File: config.mk
export PLATFORM = sky130hd
export DESIGN_NAME = lpnl_ctrl
export DESIGN_NICKNAME = d
export VERILOG_FILES = /design/src/rtl/lpnl_pkg.sv /design/src/rtl/lpnl_ctrl.sv
export SDC_FILE = /design/constraint.sdc
export NUM_CORES = 1
export LEC_CHECK = 0
export BUFFER_PORTS_ARGS = -buffer_cell sky130_fd_sc_hd__clkbuf_2
export CORE_MARGIN = 1.5
export CORE_UTILIZATION = 30
export CTS_BUF_LIST = sky130_fd_sc_hd__clkbuf_16
export CTS_CLUSTER_SIZE = 14
export DETAILED_ROUTE_END_ITERATION = 10
export PLACE_DENSITY = 0.58
export SKIP_LAST_GASP = 1
export SLEW_MARGIN = 20
export SYNTH_ARGS = -nofsm -noshare
export SYNTH_HDL_FRONTEND = slang
export SYNTH_SLANG_ARGS = --single-unit
File: constraint.sdc
create_clock -name i_clk -period 2.05 [get_ports i_clk]
set_clock_uncertainty 0.05 [all_clocks]
set_input_delay 0.41 -clock i_clk [delete_from_list [all_inputs] [get_ports i_clk]]
set_output_delay 0.41 -clock i_clk [all_outputs]
set_load 0.03 [all_outputs]
File: src/rtl/lpnl_pkg.sv
// Package with the shared constants, types and helper functions of the name lookup block.
package lpnl_pkg;

    localparam int TABLE_DEPTH = 64;
    localparam int NAME_CHARS  = 5;

    localparam int IDX_W   = (TABLE_DEPTH > 1) ? $clog2(TABLE_DEPTH) : 1;
    localparam int CNT_W   = $clog2(TABLE_DEPTH + 1);
    localparam int LEN_W   = $clog2(NAME_CHARS + 1);
    localparam int NAME_W  = 8 * NAME_CHARS;
    localparam int VALUE_W = 64;
    localparam int ENTRY_W = VALUE_W + LEN_W + NAME_W;

    localparam int F_IDX_W   = 6;
    localparam int F_CHARS_W = 40;
    localparam int F_LEN_W   = 3;
    localparam int CFG_W     = 7;

    localparam logic OP_LOAD   = 1'b0;
    localparam logic OP_LOOKUP = 1'b1;

    typedef struct packed {
        logic             load_wr;
        logic             start;
        logic             rd_en;
        logic [IDX_W-1:0] rd_addr;
        logic             cmp_en;
        logic [IDX_W-1:0] cmp_idx;
        logic             out_load;
    } t_cmd;

    function automatic logic [LEN_W-1:0] clamp_len(input logic [F_LEN_W-1:0] len);
        logic [LEN_W-1:0] res;
        if (int'(len) > NAME_CHARS) begin
            res = LEN_W'(NAME_CHARS);
        end else begin
            res = LEN_W'(len);
        end
        return res;
    endfunction

    function automatic logic [LEN_W-1:0] prefix_len(input logic [NAME_W-1:0] a,
                                                    input logic [NAME_W-1:0] b,
                                                    input logic [LEN_W-1:0]  lim);
        logic [LEN_W-1:0] cnt;
        logic             run;
        cnt = '0;
        run = 1'b1;
        for (int j = 0; j < NAME_CHARS; j++) begin
            if (run && (j < int'(lim)) && (a[8*j +: 8] == b[8*j +: 8])) begin
                cnt = cnt + LEN_W'(1);
            end else begin
                run = 1'b0;
            end
        end
        return cnt;
    endfunction

endpackage

File: src/rtl/lpnl_ctrl.sv
// Controller of the name lookup: handshakes, configuration register and table scan sequencing.
module lpnl_ctrl (
    input  logic                         i_clk,
    input  logic                         i_rst_n,
    input  logic                         i_cfg_we,
    input  logic [lpnl_pkg::CFG_W-1:0]   i_cfg_wdata,
    input  logic                         i_in_valid,
    input  logic                         i_in_op,
    output logic                         o_in_ready,
    output logic                         o_out_valid,
    input  logic                         i_out_ready,
    output lpnl_pkg::t_cmd               o_cmd
);

    typedef enum logic [1:0] {
        S_IDLE,
        S_SCAN,
        S_DRAIN,
        S_HOLD
    } t_state;

    t_state                          r_state, n_state;
    logic [lpnl_pkg::CFG_W-1:0]      r_cfg;
    logic [lpnl_pkg::IDX_W-1:0]      r_addr, n_addr;
    logic [lpnl_pkg::IDX_W-1:0]      r_last, n_last;
    logic                            r_cmp_v;
    logic [lpnl_pkg::IDX_W-1:0]      r_cmp_idx;
    logic                            r_out_valid, n_out_valid;
    logic [lpnl_pkg::CNT_W-1:0]      count;
    logic                            in_acc;

    assign count = (int'(r_cfg) > lpnl_pkg::TABLE_DEPTH) ?
                   lpnl_pkg::CNT_W'(lpnl_pkg::TABLE_DEPTH) : lpnl_pkg::CNT_W'(r_cfg);
    assign o_in_ready = (r_state == S_IDLE);
    assign in_acc     = i_in_valid && o_in_ready;

    always_comb begin
        n_state     = r_state;
        n_addr      = r_addr;
        n_last      = r_last;
        n_out_valid = r_out_valid && !i_out_ready;
        o_cmd          = '0;
        o_cmd.rd_addr  = r_addr;
        o_cmd.cmp_en   = r_cmp_v;
        o_cmd.cmp_idx  = r_cmp_idx;
        case (r_state)
            S_IDLE: begin
                if (in_acc) begin
                    if (i_in_op == lpnl_pkg::OP_LOOKUP) begin
                        o_cmd.start = 1'b1;
                        n_addr      = '0;
                        n_last      = lpnl_pkg::IDX_W'(count - lpnl_pkg::CNT_W'(1));
                        n_state     = (count == '0) ? S_HOLD : S_SCAN;
                    end else begin
                        o_cmd.load_wr = 1'b1;
                    end
                end
            end
            S_SCAN: begin
                o_cmd.rd_en = 1'b1;
                if (r_addr == r_last) begin
                    n_state = S_DRAIN;
                end else begin
                    n_addr = r_addr + lpnl_pkg::IDX_W'(1);
                end
            end
            S_DRAIN: begin
                n_state = S_HOLD;
            end
            S_HOLD: begin
                if (!r_out_valid || i_out_ready) begin
                    o_cmd.out_load = 1'b1;
                    n_out_valid    = 1'b1;
                    n_state        = S_IDLE;
                end
            end
            default: begin
                n_state = S_IDLE;
            end
        endcase
    end

    always_ff @(posedge i_clk) begin
        if (!i_rst_n) begin
            r_state     <= S_IDLE;
            r_cfg       <= '0;
            r_cmp_v     <= 1'b0;
            r_out_valid <= 1'b0;
        end else begin
            r_state     <= n_state;
            r_cmp_v     <= (r_state == S_SCAN);
            r_out_valid <= n_out_valid;
            if (i_cfg_we) begin
                r_cfg <= i_cfg_wdata;
            end
        end
        r_addr    <= n_addr;
        r_last    <= n_last;
        r_cmp_idx <= r_addr;
    end

    assign o_out_valid = r_out_valid;

`ifndef NO_ASSERTIONS
    a_addr_in_range: assert property (@(posedge i_clk) disable iff (!i_rst_n)
        (r_state == S_SCAN) |-> (r_addr <= r_last))
        else $error("Scan address ran past the last entry.");

    a_cmp_follows_read: assert property (@(posedge i_clk) disable iff (!i_rst_n)
        r_cmp_v |-> ($past(r_state == S_SCAN) && (r_cmp_idx == $past(r_addr))))
        else $error("Compare without a matching table read.");

    a_no_overwrite: assert property (@(posedge i_clk) disable iff (!i_rst_n)
        o_cmd.out_load |-> (!r_out_valid || i_out_ready))
        else $error("Result register overwritten before its transaction.");

    a_lookup_starts: assert property (@(posedge i_clk) disable iff (!i_rst_n)
        (in_acc && i_in_op == lpnl_pkg::OP_LOOKUP && r_cfg != '0) |=> (r_state == S_SCAN))
        else $error("Lookup with entries in use did not start a scan.");
`endif

endmodule

==> results.yml, run 1 <==
logic_synthesis:
  synth-async-reset-ratio: 0
  synth_enable_flop_cells: 12
  yosysWarnings: 0
  yosysUniqueCellTypes: 32
  ys_ff_latch: 29
  syn_nets: 137
  synth.cell_area_sq_um: 1330
  synthFlopType: "dfxtp_1"
  synthCells: 118
  ys_seq_area_frac: 0.529
  avgSynthCellArea_sq_um: 11.2
cells_and_area:
  fillers: 422
  final_common_cell: "clkbuf_2"
  final_core_util: 0.408
  n_antenna_cell: 0
  layout_common_cells: "clkbuf_2, dfxtp_1, nor2_1, edfxtp_1"
  layout-drive-gt1-share: 0.290
  area_delta_synth_final_pct: 26.6
  nets: 173
grt:
  gr-usage-all-layers: 0.114
  grt_start_max_net_pins: 12
  grt_pass1_vias: 944
  antenna_found_initial: 0
  grt-ovfl-total: 0
  grt_pass1_wl_mm: 4.19
clock_tree:
  ctsResizeCount: 0
  clk_path_buf_depth: 2
  cts_hold_buffers: 0
  cts_buffers: 5
  htreeDepth: 2
  post_cts_buffers: 0
  insertion_delay_ns: 0.27
  cts_sinks: 29
  cts_tree: "done"
  cts_root_buffer: "clkbuf_16"
  clk_pin_slew_worst_paths_ns: 0.05
placement:
  dp_hpwl_mm: 1.85
  portBuffers: 31
  gp_congestion: 0.739
floorplanning:
  start_util: 0.322
  core_area_sq_um: 4120
  die-area_sq_um: 4820
  fp.dieW_um: 69.5
  ioPinCount: 32
  chipHeight_um: 69.5
  num_rows: 23
status:
  outcome: "completed"
timing:
  slew_viol_final: 0
  min_period_over_period: 0.906
  slew_headroom: 0.742
  fin_hold_ws_ns: 0.324
  fmax_mhz: 539
  tightest_slew_ns: 0.383
  fin_setup_tns_ns: 0
  finalWorstPathRequiredPeriod_ns: 1.86
  rsz0062_at_grt: "no"
  hold_viol: 0
  setup_violations: 0
setup_path:
  start_kind: "flop"
  critPathSlowestCell: "dfxtp_1"
  max_stage_delay_ns: 0.32
  path_max_fanout: 9
  crit_path_end_kind: "primary output"
  worstPathCellList: "inv_1 -> ha_1 -> and3_1 -> clkbuf_2"
  setup.worst_path.class: "flop to primary output"
  required_ns: 1.59
  arrival_ns: 1.40
detailed_routing:
  viasPerCell: 4.63
  drtIter0Drc: 34
  via_count: 949
  route.detailed.drc: 0
  detail-route-antenna-nets: 0
  dr.pass1.iters: 4
  wl_per_cell_um: 12.0
  drt-total-wl_mm: 2.45
worst_hold_path:
  hp-class: "input port to flop"
power:
  p_total_mw: 2.59
  ir_drop_mv: 0.438
  p_leak_nw: 0.743
  p_per_area_nw_per_um2: 1540
flow_run:
  cap_viol_max_count: 0
## per-layer routing
metal / part of all wire / GRT usage / up-vias
li1: - / - / 476
met4: 0.024 / 0.0654 / 0
met2: 0.49 / 0.177 / 28
met3: 0.071 / 0.0596 / 6
met5: 0 / 0 / -
met1: 0.41 / 0.123 / 439
## path summary, 6_finish.rpt
| kind | cells past startpoint | from | endpoint | slack (ns) |
|---|---|---|---|---|
| max | 4 | r_state[1] | o_cmd[15] | 0.19 |
| min | 3 | i_cfg_wdata[4] | r_cfg[4] | 0.32 |
| max reg2reg | 6 | r_state[0] | r_state[1] | 0.22 |
| min reg2reg | 0 | r_addr[5] | r_cmp_idx[5] | 0.44 |
## metrics by stage
stage	cells	setup WS, ns	area, sq um
2_1_floorplan	118	0.117	1330
3_3_place_gp	197	0.336	1540
3_5_place_dp	197	0.245	1540
4_1_cts	205	0.165	1680
5_1_grt	205	0.0219	1680
6_report	205	0.193	1680
## flip-flops by register name, indices dropped and copies added (netlist names)
register and count:
r_last 6, r_cmp_v 1, r_addr 6, r_cmp_idx 6, o_out_valid 1, r_cfg 7
r_state 2
## where the power goes
part	switching (mW)	total, mW	internal, mW
logic	0.633	0.973	0.340
clock network	0.234	0.668	0.434
registers	0.145	0.951	0.806
## cell families after synthesis
group,count (synthesis),share of synthesized area
DFF,29,0.529
and+or+nand+nor,41,0.175
xor gates and xnor gates,12,0.0793
AOI/OAI and AO/OA,13,0.0718
buffers and inverters,9,0.0283
adders and majority gates,6,0.0567
muxes,8,0.0604
## critical path, delay by kind of cell, from the launching register on
kind                     cells  cell delay (ns)
adder cells (fa/ha/maj)      1             0.31
buffers and inverters        2             0.30
flip-flops                   1             0.32
AND/OR/NAND/NOR              1             0.19
## synth_stat cells (3+ instances only)
cell | instances | area share
inv_1 | 6 | 0.017
nand3_1 | 3 | 0.011
mux2i_1 | 8 | 0.060
xnor2_1 | 5 | 0.033
nor2_1 | 14 | 0.040
a21oi_1 | 4 | 0.015
dfxtp_1 | 17 | 0.26
edfxtp_1 | 12 | 0.27
nand2_1 | 6 | 0.017
xor2_1 | 7 | 0.046
ha_1 | 6 | 0.057
and2_1 | 5 | 0.024
## layout make-up
class                      count  area (sq um)  share of cell area
clock buffer                   5           125              0.0746
clock inverter                 3          11.3             0.00671
inverter                       6          22.5              0.0134
multi-input combinational     80           593               0.353
sequential                    29           701               0.418
tap                           50          62.6              0.0373
timing repair buffer          32           163              0.0969
Power figures use the tool's default switching activity.
==> run 2, diff against run 1 <==
RECOVER_POWER = 25   (was unset)
clock period = 2.36 ns   (was 2.05 ns; I/O delays follow)
==> results.yml, run 2 (same netlist as run 1, synthesis figures left out) <==
cells_and_area:
  nets: 176
  layout-drive-gt1-share: 0.272
  final_common_cell: "clkbuf_2"
  n_antenna_cell: 0
  final_core_util: 0.409
  largest_register: "r_cfg"
  area_delta_synth_final_pct: 26.9
  fillers: 413
  layout_common_cells: "clkbuf_2, dfxtp_1, nor2_1, edfxtp_1, inv_1"
  largest_register_ffs: 7
floorplanning:
  num_rows: 23
  ioPinCount: 32
  chipHeight_um: 69.5
  fp.dieW_um: 69.5
  start_util: 0.322
  die-area_sq_um: 4820
  core_area_sq_um: 4120
placement:
  dp_worst_setup_slack_ns: 0.228
  dp_hpwl_mm: 1.91
  gp_congestion: 0.782
  portBuffers: 31
clock_tree:
  cts_root_buffer: "clkbuf_16"
  ctsResizeCount: 0
  cts_tree: "done"
  htreeDepth: 2
  cts_sinks: 29
  insertion_delay_ns: 0.27
  cts_hold_buffers: 0
  post_cts_buffers: 0
  clk_pin_slew_worst_paths_ns: 0.05
  cts_buffers: 5
  clk_path_buf_depth: 2
grt:
  grt_start_max_net_pins: 11
  grt-ovfl-total: 0
  grt_pass1_vias: 984
  gr-usage-all-layers: 0.120
  antenna_found_initial: 0
  grt_pass1_wl_mm: 4.46
power:
  p_sw_frac: 0.390
  p_comb_frac: 0.390
  p_per_area_nw_per_um2: 1340
  p_int_mw: 1.37
  seq_power_share: 0.356
  ir_drop_mv: 0.483
  p_total_mw: 2.25
  p_leak_nw: 0.746
  p_switching_mw: 0.878
  clkPwrFrac: 0.254
timing:
  min_period_over_period: 0.897
  rsz0062_at_grt: "no"
  fmax_mhz: 472
  fin_ws_ns: 0.242
  setup_violations: 0
  finalWorstPathRequiredPeriod_ns: 2.12
  tightest_slew_ns: 0.946
  slew_headroom: 0.365
  slew_viol_final: 0
  hold_viol: 0
  fin_setup_tns_ns: 0
detailed_routing:
  detail-route-antenna-nets: 0
  dr.pass1.iters: 4
  via_count: 949
  drt-total-wl_mm: 2.52
  wl_per_cell_um: 12.1
  viasPerCell: 4.56
  route.detailed.drc: 0
  drtIter0Drc: 57
setup_path:
  required_ns: 2.20
  critPathTopFamily: "compound AO/OA/AOI/OAI gates"
  critPathSlowestCell: "a311oi_1"
  crit_buf_inv: 1
  start_kind: "flop"
  crit_path_end_kind: "flop"
  arrival_ns: 1.96
  worstPathCellList: "inv_1 -> ha_1 -> a21boi_2 -> a311oi_1"
  max_stage_delay_ns: 0.74
  setup.worst_path.class: "flop to flop"
  path_max_fanout: 9
worst_hold_path:
  hp-class: "input port to flop"
status:
  outcome: "completed"
flow_run:
  cap_viol_max_count: 0
[run 2: cell types whose count changed in the layout (fill, tap and decap cells not counted)]
| cell | change |
|---|---|
| a311oi_1 | +1 |
| a311oi_2 | -1 |
| clkbuf_1 | +4 |
| clkbuf_2 | -1 |
| clkinv_1 | -1 |
| inv_1 | +1 |
[run 2: cell type report]
class	instances	area (sq um)	share of cell area
Timing Repair Buffer	35	173	0.103
Clock inverter	3	11.3	0.00670
Multi-Input combinational cell	80	587	0.349
Clock buffer	5	125	0.0744
Inverter	6	22.5	0.0134
Tap cell	50	62.6	0.0372
Sequential cell	29	701	0.417
[run 2: path summary, 6_finish.rpt]
kind,depth (start not counted),start,end,slack (ns)
max,4,r_state[0],r_addr[3],0.24
min,3,i_cfg_wdata[6],r_cfg[6],0.39
max reg2reg,4,r_state[0],r_addr[3],0.24
min reg2reg,0,r_addr[5],r_cmp_idx[5],0.44
[run 2: per-stage QoR]
step | area [sq um] | hold slack (ns) | cells
3_5_place_dp | 1560 | 0.436 | 200
6_report | 1680 | 0.388 | 208
5_1_grt | 1680 | 0.384 | 208
2_1_floorplan | 1330 | 0.423 | 118
3_3_place_gp | 1560 | 0.412 | 200
4_1_cts | 1690 | 0.381 | 208
[run 2: per-layer routing]
layer  part of all wire  track usage
met4              0.045       0.0980
met2               0.47        0.196
met1               0.44        0.128
met5                  0            0
met3              0.050       0.0363
[run 2: worst register-to-register path, cell delays in order, from the launching register on]
cell and delay [ns]:
dfxtp_1 0.37, inv_1 0.09, ha_1 0.29, a21boi_2 0.21, a311oi_1 0.74
[run 2: power by group through the flow]
| stage | combinational [mW] | sequential [mW] | clock (mW) |
|---|---|---|---|
| 3_5_place_dp | 0.900 | 0.811 | 0 |
| 2_1_floorplan | 0.426 | 1.01 | 0 |
| 3_3_place_gp | 0.888 | 0.802 | 0 |
| 4_1_cts | 0.904 | 0.802 | 0.593 |
| 5_1_grt | 0.950 | 0.816 | 0.620 |
| 6_report | 0.877 | 0.800 | 0.572 |
